## src/rtl/core/jsu_pkg.sv

```systemverilog
`timescale 1ns / 1ps

package jsu_pkg;

  // decoder phase
  typedef enum logic [3:0] {
    PH_IDLE    = 4'd0,
    PH_STR     = 4'd1,
    PH_ESC     = 4'd2,
    PH_HEX_HI  = 4'd3,
    PH_WANT_BS = 4'd4,
    PH_WANT_U  = 4'd5,
    PH_HEX_LO  = 4'd6
  } phase_t;

  // result kinds
  localparam logic [1:0] KIND_DATA  = 2'd0;
  localparam logic [1:0] KIND_CLOSE = 2'd1;
  localparam logic [1:0] KIND_ERROR = 2'd2;

  // error codes
  localparam logic [2:0] ERR_NONE      = 3'd0;
  localparam logic [2:0] ERR_NO_QUOTE  = 3'd1;
  localparam logic [2:0] ERR_UNTERM    = 3'd2;
  localparam logic [2:0] ERR_BAD_ESC   = 3'd3;
  localparam logic [2:0] ERR_BAD_HEX   = 3'd4;
  localparam logic [2:0] ERR_BAD_SURR  = 3'd5;
  localparam logic [2:0] ERR_LONE_SURR = 3'd6;
  localparam logic [2:0] ERR_CTRL_CHAR = 3'd7;

  localparam int MAX_RES = 4;

  // one result beat, without the last flag
  typedef struct packed {
    logic [1:0] kind;
    logic [7:0] data;
    logic [2:0] code;
  } res_t;

  // decoder state
  typedef struct packed {
    phase_t      phase;
    logic [15:0] acc;
    logic [1:0]  digits;
    logic [9:0]  high_bits;
  } state_t;

  // decoder outcome for one input beat
  typedef struct packed {
    state_t                 st;
    logic [2:0]             count;
    res_t [MAX_RES-1:0]     res;
  } dec_t;

  function automatic res_t mk_res(input logic [1:0] kind, input logic [7:0] data,
                                  input logic [2:0] code);
    res_t r;
    r.kind = kind;
    r.data = data;
    r.code = code;
    return r;
  endfunction

  // {valid, nibble}
  function automatic logic [4:0] hex_val(input logic [7:0] c);
    logic [4:0] v;
    v = 5'd0;
    if (c >= 8'h30 && c <= 8'h39) v = {1'b1, 4'(c - 8'h30)};
    else if (c >= 8'h61 && c <= 8'h66) v = {1'b1, 4'(c - 8'h57)};
    else if (c >= 8'h41 && c <= 8'h46) v = {1'b1, 4'(c - 8'h37)};
    return v;
  endfunction

endpackage

```

## src/rtl/core/jsu_decode.sv

```systemverilog
`timescale 1ns / 1ps

module jsu_decode (
  input  jsu_pkg::state_t st,
  input  logic [7:0]      text_byte,
  input  logic            end_of_text,
  output jsu_pkg::dec_t   dec
);
  import jsu_pkg::*;

  logic [4:0]  hv;
  logic [15:0] acc_sh;
  logic [20:0] cp;
  logic        do_enc;
  logic        do_fail;
  logic [2:0]  fail_code;

  assign hv     = hex_val(text_byte);
  assign acc_sh = {st.acc[11:0], hv[3:0]};

  always_comb begin
    dec       = '0;
    dec.st    = st;
    cp        = 21'd0;
    do_enc    = 1'b0;
    do_fail   = 1'b0;
    fail_code = ERR_NONE;

    case (st.phase)
      PH_STR: begin
        if (end_of_text) begin
          do_fail   = 1'b1;
          fail_code = ERR_UNTERM;
        end else if (text_byte == 8'h22) begin
          dec.st.phase = PH_IDLE;
          dec.count    = 3'd1;
          dec.res[0]   = mk_res(KIND_CLOSE, 8'h00, ERR_NONE);
        end else if (text_byte == 8'h5c) begin
          dec.st.phase = PH_ESC;
        end else if (text_byte < 8'h20) begin
          do_fail   = 1'b1;
          fail_code = ERR_CTRL_CHAR;
        end else begin
          dec.count  = 3'd1;
          dec.res[0] = mk_res(KIND_DATA, text_byte, ERR_NONE);
        end
      end

      PH_ESC: begin
        dec.st.phase = PH_STR;
        dec.count    = 3'd1;
        if (end_of_text) begin
          do_fail   = 1'b1;
          fail_code = ERR_BAD_ESC;
        end else begin
          case (text_byte)
            8'h22: dec.res[0] = mk_res(KIND_DATA, 8'h22, ERR_NONE);
            8'h5c: dec.res[0] = mk_res(KIND_DATA, 8'h5c, ERR_NONE);
            8'h2f: dec.res[0] = mk_res(KIND_DATA, 8'h2f, ERR_NONE);
            8'h62: dec.res[0] = mk_res(KIND_DATA, 8'h08, ERR_NONE);
            8'h66: dec.res[0] = mk_res(KIND_DATA, 8'h0c, ERR_NONE);
            8'h6e: dec.res[0] = mk_res(KIND_DATA, 8'h0a, ERR_NONE);
            8'h72: dec.res[0] = mk_res(KIND_DATA, 8'h0d, ERR_NONE);
            8'h74: dec.res[0] = mk_res(KIND_DATA, 8'h09, ERR_NONE);
            8'h75: begin
              dec.st.phase  = PH_HEX_HI;
              dec.st.acc    = 16'd0;
              dec.st.digits = 2'd0;
              dec.count     = 3'd0;
            end
            default: begin
              do_fail   = 1'b1;
              fail_code = ERR_BAD_ESC;
            end
          endcase
        end
      end

      PH_HEX_HI: begin
        if (end_of_text || !hv[4]) begin
          do_fail   = 1'b1;
          fail_code = ERR_BAD_HEX;
        end else begin
          dec.st.acc = acc_sh;
          if (st.digits == 2'd3) begin
            dec.st.digits = 2'd0;
            if (acc_sh >= 16'hd800 && acc_sh <= 16'hdbff) begin
              dec.st.high_bits = acc_sh[9:0];
              dec.st.phase     = PH_WANT_BS;
            end else begin
              dec.st.phase = PH_STR;
              do_enc       = 1'b1;
              cp           = {5'd0, acc_sh};
            end
          end else begin
            dec.st.digits = st.digits + 2'd1;
          end
        end
      end

      PH_WANT_BS: begin
        if (end_of_text || text_byte != 8'h5c) begin
          do_fail   = 1'b1;
          fail_code = ERR_LONE_SURR;
        end else begin
          dec.st.phase = PH_WANT_U;
        end
      end

      PH_WANT_U: begin
        if (end_of_text || text_byte != 8'h75) begin
          do_fail   = 1'b1;
          fail_code = ERR_LONE_SURR;
        end else begin
          dec.st.phase  = PH_HEX_LO;
          dec.st.acc    = 16'd0;
          dec.st.digits = 2'd0;
        end
      end

      PH_HEX_LO: begin
        if (end_of_text || !hv[4]) begin
          do_fail   = 1'b1;
          fail_code = ERR_BAD_HEX;
        end else begin
          dec.st.acc = acc_sh;
          if (st.digits == 2'd3) begin
            dec.st.digits = 2'd0;
            if (acc_sh < 16'hdc00 || acc_sh > 16'hdfff) begin
              do_fail   = 1'b1;
              fail_code = ERR_BAD_SURR;
            end else begin
              // joined pair: 0x10000 plus ten high and ten low bits
              dec.st.phase = PH_STR;
              do_enc       = 1'b1;
              cp           = 21'h10000 + {1'b0, st.high_bits, acc_sh[9:0]};
            end
          end else begin
            dec.st.digits = st.digits + 2'd1;
          end
        end
      end

      default: begin
        if (end_of_text || text_byte != 8'h22) begin
          do_fail   = 1'b1;
          fail_code = ERR_NO_QUOTE;
        end else begin
          dec.st.phase     = PH_STR;
          dec.st.acc       = 16'd0;
          dec.st.digits    = 2'd0;
          dec.st.high_bits = 10'd0;
        end
      end
    endcase

    // utf-8 encode of a finished code point
    if (do_enc) begin
      if (cp < 21'h80) begin
        dec.count  = 3'd1;
        dec.res[0] = mk_res(KIND_DATA, cp[7:0], ERR_NONE);
      end else if (cp < 21'h800) begin
        dec.count  = 3'd2;
        dec.res[0] = mk_res(KIND_DATA, {3'b110, cp[10:6]}, ERR_NONE);
        dec.res[1] = mk_res(KIND_DATA, {2'b10, cp[5:0]}, ERR_NONE);
      end else if (cp < 21'h10000) begin
        dec.count  = 3'd3;
        dec.res[0] = mk_res(KIND_DATA, {4'b1110, cp[15:12]}, ERR_NONE);
        dec.res[1] = mk_res(KIND_DATA, {2'b10, cp[11:6]}, ERR_NONE);
        dec.res[2] = mk_res(KIND_DATA, {2'b10, cp[5:0]}, ERR_NONE);
      end else begin
        dec.count  = 3'd4;
        dec.res[0] = mk_res(KIND_DATA, {5'b11110, cp[20:18]}, ERR_NONE);
        dec.res[1] = mk_res(KIND_DATA, {2'b10, cp[17:12]}, ERR_NONE);
        dec.res[2] = mk_res(KIND_DATA, {2'b10, cp[11:6]}, ERR_NONE);
        dec.res[3] = mk_res(KIND_DATA, {2'b10, cp[5:0]}, ERR_NONE);
      end
    end

    // any error drops back to waiting with the hex state cleared
    if (do_fail) begin
      dec.st       = '0;
      dec.st.phase = PH_IDLE;
      dec.count    = 3'd1;
      dec.res      = '0;
      dec.res[0]   = mk_res(KIND_ERROR, 8'h00, fail_code);
    end
  end

endmodule

```

## src/rtl/core/json_string_unescape_utf8_top.sv

```systemverilog
`timescale 1ns / 1ps

// JSON string literal decoder. Feed the raw bytes of a string starting at its
// opening quote, one byte per input beat (or an end_of_text beat); the block
// emits the decoded UTF-8 bytes, a "string closed" beat at the closing quote,
// or a single error beat with its code, after which it waits for a new
// opening quote. Each input beat is decoded in the cycle it is accepted and
// its 0 to 4 result beats are loaded into a small result register that drains
// one beat per cycle while out_ready is high; out_last_of_run marks the
// final beat of each input. An input beat is taken every cycle while the
// result register is empty or its last pending beat leaves in that cycle;
// an input that produces several results holds the input side until all
// but its last result have left, as the output port carries one beat.
module json_string_unescape_utf8_top (
  input  logic       clk,
  input  logic       rst_n,
  input  logic       in_valid,
  output logic       in_ready,
  input  logic [7:0] in_text_byte,
  input  logic       in_end_of_text,
  output logic       out_valid,
  input  logic       out_ready,
  output logic [1:0] out_result_kind,
  output logic [7:0] out_byte,
  output logic [2:0] out_error_code,
  output logic       out_last_of_run
);
  import jsu_pkg::*;

  state_t             st_r;
  dec_t               dec;
  res_t [MAX_RES-1:0] res_r;
  res_t [MAX_RES-1:0] res_nxt;
  logic [2:0]         rem_r;
  logic [2:0]         rem_nxt;
  logic               in_beat;
  logic               out_beat;

  jsu_decode u_decode (
    .st          (st_r),
    .text_byte   (in_text_byte),
    .end_of_text (in_end_of_text),
    .dec         (dec)
  );

  assign out_valid = (rem_r != 3'd0);
  assign out_beat  = out_valid && out_ready;
  assign in_ready  = (rem_r == 3'd0) || ((rem_r == 3'd1) && out_ready);
  assign in_beat   = in_valid && in_ready;

  assign out_result_kind = res_r[0].kind;
  assign out_byte        = res_r[0].data;
  assign out_error_code  = res_r[0].code;
  assign out_last_of_run = (rem_r == 3'd1);

  // load a fresh run or shift the pending one down by a beat
  always_comb begin
    res_nxt = res_r;
    rem_nxt = rem_r;
    if (in_beat && dec.count != 3'd0) begin
      res_nxt = dec.res;
      rem_nxt = dec.count;
    end else if (out_beat) begin
      for (int i = 0; i < MAX_RES - 1; i++) begin
        res_nxt[i] = res_r[i+1];
      end
      rem_nxt = rem_r - 3'd1;
    end else if (in_beat) begin
      rem_nxt = 3'd0;
    end
  end

  // decoder state and result count
  always_ff @(posedge clk) begin
    if (!rst_n) begin
      st_r  <= '{phase: PH_IDLE, acc: 16'd0, digits: 2'd0, high_bits: 10'd0};
      rem_r <= 3'd0;
    end else begin
      if (in_beat) st_r <= dec.st;
      rem_r <= rem_nxt;
    end
  end

  // result payload
  always_ff @(posedge clk) begin
    res_r <= res_nxt;
  end

endmodule
```

## config.mk

```make
export PLATFORM = sky130hd
export DESIGN_NAME = json_string_unescape_utf8_top
export DESIGN_NICKNAME = d
export VERILOG_FILES = /design/src/rtl/core/jsu_pkg.sv /design/src/rtl/core/jsu_decode.sv /design/src/rtl/core/json_string_unescape_utf8_top.sv
export SDC_FILE = /design/constraint.sdc
export NUM_CORES = 1
export LEC_CHECK = 0
export BUFFER_PORTS_ARGS = -buffer_cell sky130_fd_sc_hd__buf_2
export CAP_MARGIN = 20
export CORE_ASPECT_RATIO = 1.1
export CORE_UTILIZATION = 40
export CTS_CLUSTER_DIAMETER = 40
export DETAILED_ROUTE_END_ITERATION = 8
export PLACE_DENSITY = 0.64
export SLEW_MARGIN = 20
export SYNTH_ARGS = -nofsm -noshare
export SYNTH_HDL_FRONTEND = slang
export SYNTH_HIERARCHICAL = 1
export SYNTH_SLANG_ARGS = --single-unit
```

## constraint.sdc

```tcl
create_clock -name clk -period 12.31 [get_ports clk]
set_input_delay 0 -clock clk [delete_from_list [all_inputs] [get_ports clk]]
set_output_delay 0 -clock clk [all_outputs]
set_load 0.02 [all_outputs]
```

==> Flow_metrics.wiki, run 1 <==
{| class="wikitable"
! Metric !! Value
|-
| Final design area excluding fillers || 6370 sq um
|-
| Area of the placeable core || 14,700 sq um
|-
| Minimum clock period || 4.65 ns
|-
| Number of buffers added by the clock tree synthesis step || 9
|-
| Required time at the worst-slack endpoint || 12.30 ns
|-
| CP Class || flip-flop to flip-flop
|-
| Clock tree from TritonCTS || built
|-
| Total power per unit cell area || 162 nW/um^2
|-
| Count of pins over their slew limit || 0
|-
| Average vias per placed instance || 6.05
|-
| Post-route total power || 1.03 mW
|-
| Timing-limited maximum frequency || 215 MHz
|-
| Number of setup violations in the final report || 0
|-
| Initial Utilization || 0.416
|-
| Crit path max fanout || 56
|-
| Total of buffers placed on input and output ports || 28
|-
| Fillcell total || 1,447
|-
| Aggregate global-route resource usage || 0.208
|-
| GR met3 Demand/Resource || 0.0308
|-
| Fraction of layout cells with a size suffix above 1 || 0.208
|-
| Synth Cell Area || 6100 sq um
|-
| Die width || 120 um
|-
| ANT cells || 0
|-
| Register clock-pin slew on the reported worst setup and hold paths || 0.07 ns
|-
| Clk Latency, worst-skew pair || 0.35 ns
|-
| Clock Sinks || 83
|-
| Antenna violations before repair || 0
|-
| Longest Clk Path Bufs || 2
|-
| Largest vdd supply drop || 0.126 mV
|-
| GRT overflow || 0
|-
| RSZ-0062 raised after global routing || false
|-
| Number of hold violations in the final report || 0
|-
| Synthesis Warnings || 6
|-
| Max_cap viols || 0
|-
| Number of levels in the clock H-tree || 3
|-
| Run status || finished, final reports clean
|-
| Fin nets || 665
|-
| Height of the die || 132 um
|-
| Violation count after the first detailed-routing iteration || 516
|-
| Period Utilization, post-route || 0.377
|-
| Number of global-route vias before repair || 4,703
|-
| Antenna viol nets, final || 0
|-
| Setup fix buffers added after clock tree synthesis || 0
|-
| Layout-stage area growth over the synthesis result || 4.35%
|-
| Synth Instances || 665
|-
| Max transition margin || 0.323
|-
| DRT Pass-1 Iters || 5
|-
| Number of core rows || 46
|-
| Most congested layer reported by global routing || met2
|-
| Clock skew after layout || 0.00933 ns
|-
| Met2 usage in global routing || 0.337
|-
| GR met1 Demand/Resource || 0.275
|-
| Clock tree root buffer cell || sky130_fd_sc_hd__clkbuf_16
|-
| Placed Area || 6040 sq um
|-
| Worst hold path type || input port to flip-flop
|-
| Actual transition at the worst max-transition pin || 1.02 ns
|-
| Startpoint type of the worst setup path || flip-flop
|-
| Number of I/O pins || 29
|-
| Routed len/inst || 19.1 um
|-
| Static power due to leakage || 2.01 nW
|-
| Total number of vias || 5,082
|-
| Element type at the critical path end || flip-flop
|-
| Detailed Place HPWL || 11,300 um
|-
| Wire length of the first global-routing pass || 25,800 um
|-
| Number of gates given a new drive strength after cts || 0
|-
| Final wirelength || 16,100 um
|-
| Overall die area || 15,800 sq um
|-
| Placer's final routability congestion estimate || 0.906
|-
| DRC viols || 0
|-
| Data arrival time of the worst path || 4.63 ns
|-
| Pin count of the biggest net entering global routing || 57
|-
| Worst-case register-to-register setup slack || 7.66 ns
|-
| Syn_area_per_cell || 9.17 sq um
|-
| Post-route setup TNS || 0 ns
|}
layer usage:
layer  up-vias  share of wire  routed length (um)
met2       201           0.48                7750
met1      2445           0.43                6970
met3        31          0.055                 882
li1       2405              -                   -
met5         -              0                   0
met4         0          0.029                 468
worst max-delay path, stage by stage, from the launching register on:
cell and delay [ns]:
sky130_fd_sc_hd__dfxtp_1 0.71, sky130_fd_sc_hd__nand4bb_1 0.29, sky130_fd_sc_hd__nor3_2 0.49, sky130_fd_sc_hd__o211ai_1 0.26
sky130_fd_sc_hd__a21o_1 0.43, sky130_fd_sc_hd__inv_2 0.36, sky130_fd_sc_hd__nor3_4 0.14, sky130_fd_sc_hd__nor2_1 0.21
sky130_fd_sc_hd__nor3_1 0.12, sky130_fd_sc_hd__nor3_4 0.11, sky130_fd_sc_hd__buf_4 0.56, sky130_fd_sc_hd__a21o_1 0.16
sky130_fd_sc_hd__buf_4 0.42
timing repair:
item                                   4_1_cts  5_1_grt
setup endpoints to repair                    0        0
endpoints found under the hold margin        2        0
hold buffers                                 2        0
registers in the layout, indices dropped and copies added, names as in the netlist:
name	flops
rem_r	3
st_r	28
res_r	39
out_result_kind	2
out_byte	8
out_error_code	3
through the flow:
stage	setup slack [ns]	hold WS (ns)	util	cells
floorplan	8.45	0.158	-	683
global placement	7.91	0.315	0.411	822
detailed placement	7.71	0.317	0.411	822
CTS	7.68	0.0328	0.433	840
global route	7.19	0.0879	0.434	840
finish	7.66	0.0677	0.434	840
worst paths after layout:
kind / startpoint / endpoint / cells after the start
hold reg to reg: st_r[11] / st_r[11] / 2
setup reg to reg: st_r[30] / out_byte[7] / 12
setup / recovery: st_r[30] / out_byte[7] / 12
hold / removal: out_ready / rem_r[0] / 3
placed cells by master, fill, tap and decap left out, drive strengths merged, types with 5 or more instances in the layout:
master   n
nand2b   6
clkbuf   9
nand2   33
nor3    22
mux2    40
nor2    67
and3     5
o21ai   51
a31oi    7
o211ai   6
or3      5
a22oi   31
conb    19
inv     17
dfxtp   31
a21o     5
nand3b   6
edfxtp  52
o31ai    9
nand3   43
buf     32
a21oi   54
ha       9
report_power, final:
group	total (mW)	switching, mW	internal, mW
Sequential	0.444	0.0252	0.419
Clock	0.270	0.127	0.142
Combinational	0.319	0.204	0.115
area by class of cell:
| type | count | area [sq um] | area share |
|---|---|---|---|
| multi-input combinational | 500 | 3400 | 0.534 |
| sequential | 83 | 2180 | 0.343 |
| tap | 192 | 240 | 0.0377 |
| clock buffer | 9 | 225 | 0.0354 |
| timing repair buffer | 34 | 190 | 0.0299 |
| clock inverter | 7 | 71.3 | 0.0112 |
| inverter | 15 | 56.3 | 0.00884 |
No activity file was read; power rests on OpenSTA's default activity.
==> inputs of run 2 (changes only) <==
- ABC_AREA: default -> 1
- clock period: 12.31 -> 4.7 ns (I/O delays scaled with it)
==> run 2 against run 1 <==
- clock power rose to 2.6 times the previous value
- design area rose by 11%
- clock-buffer cell count unchanged
- critical path depth rose by 4
- register-to-register slack worse by 7.0 ns
- power rose to 4.0 times the previous value
- critical path type unchanged
- via count up 27%
- largest cell class unchanged
- non-clock buffer count rose by 4
- flip-flop and latch count unchanged
==> Flow_metrics.wiki, run 2 <==
{| class="wikitable"
! Metric !! Value
|-
| Run status || finished, final reports clean
|-
| Origin of the critical flop-to-flop path || st_r[10]
|-
| Critical Path, Cell by Cell || ha_1 > inv_1 > nor3_1 > nand3_1 > nand2_1 > nor2_1 > and2_1 > nand2_4 > nand2_1 > nand2_1 > nand3_1 > nor2_1 > nand2_1 > nand3_4 > nand2_1 > buf_4
|-
| DRC viols || 0 (unchanged)
|-
| Overall die area || 17,500 sq um (+11%)
|-
| Worst hold path type || input port to flip-flop
|-
| Layout-stage area growth over the synthesis result || 3.85%
|-
| Data arrival time of the worst path || 4.03 ns (-0.60 ns)
|-
| Most frequent standard cell in the layout excluding fill and tap cells || sky130_fd_sc_hd__nand2_1
|-
| Area of the placeable core || 16,500 sq um (+12%)
|-
| Cell seen most often among critical-path stages || sky130_fd_sc_hd__nand2_1
|-
| Height of the die || 139 um (+5.4%)
|-
| Period Utilization, post-route || 0.862 (+0.485)
|-
| Synthesis Warnings || 6 (unchanged)
|-
| Average vias per placed instance || 5.35 (-11%)
|-
| Required time at the worst-slack endpoint || 4.68 ns (-7.62 ns)
|-
| Count of pins over their slew limit || 0 (unchanged)
|-
| Routed len/inst || 15.1 um (-21%)
|-
| DRT Pass-1 Iters || 7 (+2)
|-
| Pin count of the biggest net entering global routing || 53 (-7.0%)
|-
| Total power per unit cell area || 586 nW/um^2 (+260%)
|-
| Detailed Place HPWL || 13,300 um (+18%)
|-
| Peak per-stage delay on the critical path || 0.51 ns (-0.20 ns)
|-
| Worst hold stages || 5 (+2)
|-
| Worst hold path startpoint || in_valid
|-
| Max transition margin || 0.422 (+0.0990)
|-
| Number of buffers added by the clock tree synthesis step || 9 (unchanged)
|-
| Die width || 126 um (+5.4%)
|-
| Static power due to leakage || 3.05 nW (+52%)
|-
| Max_cap viols || 0 (unchanged)
|-
| Longest Clk Path Bufs || 2 (unchanged)
|-
| Antenna viol nets, final || 0 (unchanged)
|-
| Post-route setup TNS || 0 ns (unchanged)
|-
| CP Class || flip-flop to flip-flop
|-
| Initial Utilization || 0.411 (-0.00426)
|-
| Number of buffers and inverters on the critical path || 2 (-1)
|-
| Actual transition at the worst max-transition pin || 0.858 ns (-0.158 ns)
|-
| Placer's final routability congestion estimate || 0.918 (+1.3%)
|-
| Number of core rows || 49 (+6.5%)
|-
| Fin nets || 1,015 (+53%)
|-
| Minimum clock period || 4.05 ns (-0.592 ns)
|-
| Number of setup violations in the final report || 0 (unchanged)
|-
| Setup fix buffers added after clock tree synthesis || 0 (unchanged)
|-
| Number of levels in the clock H-tree || 3 (unchanged)
|-
| Total of buffers placed on input and output ports || 28 (unchanged)
|-
| Clock skew after layout || 0.00901 ns (-0.000329 ns)
|-
| Violation count after the first detailed-routing iteration || 652 (+26%)
|-
| Antenna violations before repair || 0 (unchanged)
|-
| Register name with the most flops || res_r
|-
| Capture instance of the worst register-to-register path || out_byte[0]
|-
| Worst hold-check slack || 0.104 ns (+0.0366 ns)
|-
| Total number of vias || 6,436 (+27%)
|-
| Synth Instances || 1,008 (+52%)
|-
| Number of I/O pins || 29 (unchanged)
|-
| Worst setup startpoint || st_r[10]
|-
| Crit path max fanout || 39 (-30%)
|-
| Register-to-Register Path Depth || 16 (+4)
|-
| Clock tree root buffer cell || sky130_fd_sc_hd__clkbuf_16
|-
| Flip-flop count of the largest register after layout || 39 (unchanged)
|-
| Largest vdd supply drop || 0.325 mV (+160%)
|-
| Number of gates given a new drive strength after cts || 0 (unchanged)
|-
| Clk Latency, worst-skew pair || 0.34 ns (about the same)
|-
| Final wirelength || 18,200 um (+13%)
|-
| Wire length of the first global-routing pass || 29,900 um (+16%)
|-
| Element type at the critical path end || flip-flop
|-
| Clock Sinks || 83 (unchanged)
|-
| Clock tree from TritonCTS || built
|-
| Timing-limited maximum frequency || 247 MHz (+15%)
|-
| Top cell family by delay on the critical path || simple AND/OR/NAND/NOR gates
|-
| GRT overflow || 0 (unchanged)
|-
| Syn_area_per_cell || 6.73 sq um (-27%)
|-
| End point of the most critical hold path || rem_r[0]
|-
| Fraction of layout cells with a size suffix above 1 || 0.113 (-0.0951)
|-
| Hold buffer count at CTS || 0 (-2)
|-
| ANT cells || 0 (unchanged)
|-
| Number of global-route vias before repair || 5,784 (+23%)
|-
| Number of hold violations in the final report || 0 (unchanged)
|-
| Worst-case register-to-register setup slack || 0.65 ns (-7.02 ns)
|-
| Highest-delay cell along the critical path || sky130_fd_sc_hd__nor2_1
|-
| Commonest cells after routing, fill and taps aside || 253 x sky130_fd_sc_hd__nand2_1, 140 x sky130_fd_sc_hd__nor2_1, 91 x sky130_fd_sc_hd__inv_1
|-
| Aggregate global-route resource usage || 0.213 (+0.00493)
|-
| RSZ-0062 raised after global routing || false
|-
| Register clock-pin slew on the reported worst setup and hold paths || 0.07 ns (about the same)
|-
| Startpoint type of the worst setup path || flip-flop
|-
| Synth Cell Area || 6790 sq um (+11%)
|}
run 2: through the flow:
step	power (mW)	std cells	instance area [sq um]	util	setup WS, ns
finish	4.13	1202	7050	0.427	0.647
global placement	3.42	1186	6750	0.409	0.824
detailed placement	3.44	1186	6750	0.409	0.722
floorplan	3.08	1026	6850	-	0.977
CTS	4.15	1202	7050	0.427	0.710
global route	4.47	1202	7050	0.427	0.286
run 2: routing by layer:
metal  up-vias  part of all wire  track usage
met4         0             0.026       0.0723
met2       244              0.46        0.347
li1       3243                 -            -
met5         -                 0            0
met1      2918              0.45        0.287
met3        31             0.065       0.0336
run 2: layout make-up:
| class | instances | area (sq um) |
|---|---|---|
| Sequential cell | 83 | 2180 |
| Clock buffer | 9 | 225 |
| Clock inverter | 7 | 71.3 |
| Tap cell | 204 | 255 |
| Fill cell | 1732 | 9450 |
| Multi-Input combinational cell | 750 | 3670 |
| Inverter | 111 | 432 |
| Timing Repair Buffer | 38 | 215 |
run 2: how the worst max path moves through the flow:
stage / to / slack [ns] / cells past startpoint
finish: out_byte[0] / 0.65 / 16
detailed placement: out_byte[1] / 0.72 / 16
floorplan: out_byte[0] / 0.98 / 19
global placement: out_byte[1] / 0.82 / 16
CTS: out_byte[1] / 0.71 / 16
global route: res_r[32] / 0.29 / 20
run 2: report_power, final:
part	switching (mW)	internal (mW)	total, mW
sequential	0.191	1.28	1.47
combinational	1.43	0.536	1.96
clock	0.326	0.374	0.700
total	1.94	2.19	4.13
run 2: worst register-to-register path, cell delays in order, from the launching register on:
cell	delay (ns)
sky130_fd_sc_hd__dfxtp_1	0.34
sky130_fd_sc_hd__ha_1	0.36
sky130_fd_sc_hd__inv_1	0.45
sky130_fd_sc_hd__nor3_1	0.17
sky130_fd_sc_hd__nand3_1	0.14
sky130_fd_sc_hd__nand2_1	0.06
sky130_fd_sc_hd__nor2_1	0.51
sky130_fd_sc_hd__and2_1	0.42
sky130_fd_sc_hd__nand2_4	0.11
sky130_fd_sc_hd__nand2_1	0.07
sky130_fd_sc_hd__nand2_1	0.07
sky130_fd_sc_hd__nand3_1	0.20
sky130_fd_sc_hd__nor2_1	0.06
sky130_fd_sc_hd__nand2_1	0.10
sky130_fd_sc_hd__nand3_4	0.12
sky130_fd_sc_hd__nand2_1	0.08
sky130_fd_sc_hd__buf_4	0.42
==> inputs of run 3 (changes only) <==
- RECOVER_POWER: default -> 100
==> run 3 against run 2 <==
- final cell count is the same
- register-to-register slack lost 0.14 ns
- routed wire length grew 0.30%
- first-iteration DRC count shrank 3.4%
- power shrank 0.95%
- sequential share of layout area grew 0.28 points
- critical path type unchanged
- critical endpoint is now res_r[16]
- highest routed layer unchanged
==> Flow_metrics.wiki, run 3 (synthesis gave the netlist of run 2 again) <==
{| class="wikitable"
! Metric !! Value
|-
| Run status || finished, final reports clean
|-
| Max transition margin || 0.369 (-0.0531)
|-
| DRT Pass-1 Iters || 5 (-2)
|-
| Worst hold path type || input port to flip-flop
|-
| Number of hold violations in the final report || 0 (unchanged)
|-
| Top cell family by delay on the critical path || simple AND/OR/NAND/NOR gates
|-
| Number of buffers added by the clock tree synthesis step || 9 (unchanged)
|-
| Register-to-Register Path Depth || 19 (+3)
|-
| Highest-delay cell along the critical path || sky130_fd_sc_hd__nor2_2
|-
| Max_cap viols || 0 (unchanged)
|-
| Final wirelength || 18,200 um (+0.30%)
|-
| Number of setup violations in the final report || 0 (unchanged)
|-
| Most congested layer reported by global routing || met2
|-
| Clock skew after layout || 0.00877 ns (-0.000238 ns)
|-
| Worst-case register-to-register setup slack || 0.51 ns (-0.14 ns)
|-
| Flip-flop count of the largest register after layout || 39 (unchanged)
|-
| Required time at the worst-slack endpoint || 4.91 ns (+0.23 ns)
|-
| Number of levels in the clock H-tree || 3 (unchanged)
|-
| Period Utilization, post-route || 0.892 (+0.0294)
|-
| Final setup slack of the worst path || 0.508 ns (-0.138 ns)
|-
| Minimum setup slack after placement || 0.722 ns (unchanged)
|-
| Setup fix buffers added after clock tree synthesis || 0 (unchanged)
|-
| Pin count of the biggest net entering global routing || 53 (unchanged)
|-
| Layout-stage area growth over the synthesis result || 2.91%
|-
| Violation count after the first detailed-routing iteration || 630 (-3.4%)
|-
| Clk Latency, worst-skew pair || 0.34 ns (about the same)
|-
| Met2 usage in global routing || 0.347 (unchanged)
|-
| Routed len/inst || 15.1 um (+0.30%)
|-
| Total power per unit cell area || 586 nW/um^2 (about the same)
|-
| Cell seen most often among critical-path stages || sky130_fd_sc_hd__nand2_1
|-
| Peak per-stage delay on the critical path || 0.55 ns (+0.04 ns)
|-
| Element type at the critical path end || flip-flop
|-
| GR met3 Demand/Resource || 0.0336 (unchanged)
|-
| Placer's final routability congestion estimate || 0.918 (unchanged)
|-
| Height of the die || 139 um (unchanged)
|-
| Post-route setup TNS || 0 ns (unchanged)
|-
| Area of the placeable core || 16,500 sq um (unchanged)
|-
| Hold buffer count at CTS || 0 (unchanged)
|-
| Count of pins over their slew limit || 0 (unchanged)
|-
| Data arrival time of the worst path || 4.40 ns (+0.37 ns)
|-
| Capture instance of the worst register-to-register path || res_r[16]
|-
| Clock Sinks || 83 (unchanged)
|-
| Number of buffers and inverters on the critical path || 6 (+4)
|-
| ANT cells || 0 (unchanged)
|-
| Static power due to leakage || 3.00 nW (-1.7%)
|-
| Antenna viol nets, final || 0 (unchanged)
|-
| Number of core rows || 49 (unchanged)
|-
| Clock tree from TritonCTS || built
|-
| Worst setup startpoint || st_r[22]
|-
| Average vias per placed instance || 5.33 (-0.44%)
|-
| Total of buffers placed on input and output ports || 28 (unchanged)
|-
| Number of global-route vias before repair || 5,784 (unchanged)
|-
| Origin of the critical flop-to-flop path || st_r[22]
|-
| RSZ-0062 raised after global routing || false
|-
| Commonest cells after routing, fill and taps aside || 255 x sky130_fd_sc_hd__nand2_1, 141 x sky130_fd_sc_hd__nor2_1, 96 x sky130_fd_sc_hd__inv_1
|-
| GRT overflow || 0 (unchanged)
|-
| Die width || 126 um (unchanged)
|-
| Timing-limited maximum frequency || 239 MHz (-3.3%)
|-
| Fin nets || 1,015 (unchanged)
|-
| Wire length of the first global-routing pass || 29,900 um (unchanged)
|-
| Overall die area || 17,500 sq um (unchanged)
|-
| Clock tree root buffer cell || sky130_fd_sc_hd__clkbuf_16
|-
| Register name with the most flops || res_r
|-
| CP Class || flip-flop to flip-flop
|-
| Number of gates on the worst path with buffers counted || 19 (+3)
|-
| Number of I/O pins || 29 (unchanged)
|-
| Minimum clock period || 4.19 ns (+0.138 ns)
|-
| Total number of vias || 6,408 (-0.44%)
|-
| Actual transition at the worst max-transition pin || 0.945 ns (+0.0865 ns)
|-
| Aggregate global-route resource usage || 0.213 (unchanged)
|-
| Number of gates given a new drive strength after cts || 0 (unchanged)
|-
| Register clock-pin slew on the reported worst setup and hold paths || 0.07 ns (about the same)
|-
| Startpoint type of the worst setup path || flip-flop
|-
| DRC viols || 0 (unchanged)
|-
| Antenna violations before repair || 0 (unchanged)
|-
| Longest Clk Path Bufs || 2 (unchanged)
|-
| Fillcell total || 1,752 (+1.2%)
|-
| Worst setup path endpoint || res_r[16]
|-
| Largest vdd supply drop || 0.324 mV (-0.33%)
|-
| Crit path max fanout || 39 (unchanged)
|-
| Most frequent standard cell in the layout excluding fill and tap cells || sky130_fd_sc_hd__nand2_1
|-
| Critical Path, Cell by Cell || nand2_1 > inv_1 > nand3_1 > inv_1 > nand3_1 > clkinvlp_2 > nor2_2 > inv_1 > nand2_1 > nand3_1 > nand3b_4 > nand2_1 > inv_1 > nor2_1 > nand2_1 > nand3_4 > buf_4 > nand2_1 > nand2_1
|-
| Initial Utilization || 0.411 (unchanged)
|-
| Detailed Place HPWL || 13,300 um (unchanged)
|-
| GR met1 Demand/Resource || 0.287 (unchanged)
|-
| Fraction of layout cells with a size suffix above 1 || 0.0872 (-0.0261)
|}
## run 3: metal layers
layer / vias to the layer above / share of wire
met2: 244 / 0.46
li1: 3237 / -
met1: 2893 / 0.45
met4: 0 / 0.028
met5: - / 0
met3: 34 / 0.069
## run 3: worst min path at each step
stage                      start                 to  slack, ns  cells after the start
2_1_floorplan              rst_n            st_r[5]       0.14                      2
3_3_place_gp   out_error_code[2]  out_error_code[2]       0.44                      1
3_5_place_dp         out_byte[7]        out_byte[7]       0.44                      1
4_1_cts                 in_valid           rem_r[0]       0.10                      5
5_1_grt                 in_valid           rem_r[2]       0.14                      5
6_report                in_valid           rem_r[0]       0.09                      5
## run 3: worst min-delay path: stages
cell                      delay (ns)
sky130_fd_sc_hd__buf_2          0.15
sky130_fd_sc_hd__nand3_1        0.09
sky130_fd_sc_hd__nand2_1        0.04
sky130_fd_sc_hd__inv_1          0.04
sky130_fd_sc_hd__a21oi_1        0.05
## run 3: cell type report
cell class,count,area [sq um],area share
well taps,204,255,0.0366
clock buffers,9,225,0.0323
multi-input cells,750,3620,0.519
clock inverters,7,71.3,0.0102
repair buffers,38,196,0.0281
inverters,111,430,0.0616
flip-flops and latches,83,2180,0.312
## run 3: report_power, final
group	total, mW	switching (mW)	leakage (nW)	internal, mW
clock	0.701	0.327	0.139	0.374
sequential	1.47	0.194	0.764	1.28
combinational	1.92	1.41	2.10	0.508
total	4.09	1.93	3.00	2.16
## run 3: stage by stage
stage	cell area, sq um	utilization	std cells	total power, mW	hold slack, ns
2_1_floorplan	6850	-	1026	3.08	0.136
3_3_place_gp	6750	0.409	1186	3.42	0.442
3_5_place_dp	6750	0.409	1186	3.44	0.442
4_1_cts	7050	0.427	1202	4.15	0.103
5_1_grt	6980	0.423	1202	4.43	0.145
6_report	6980	0.423	1202	4.09	0.0876
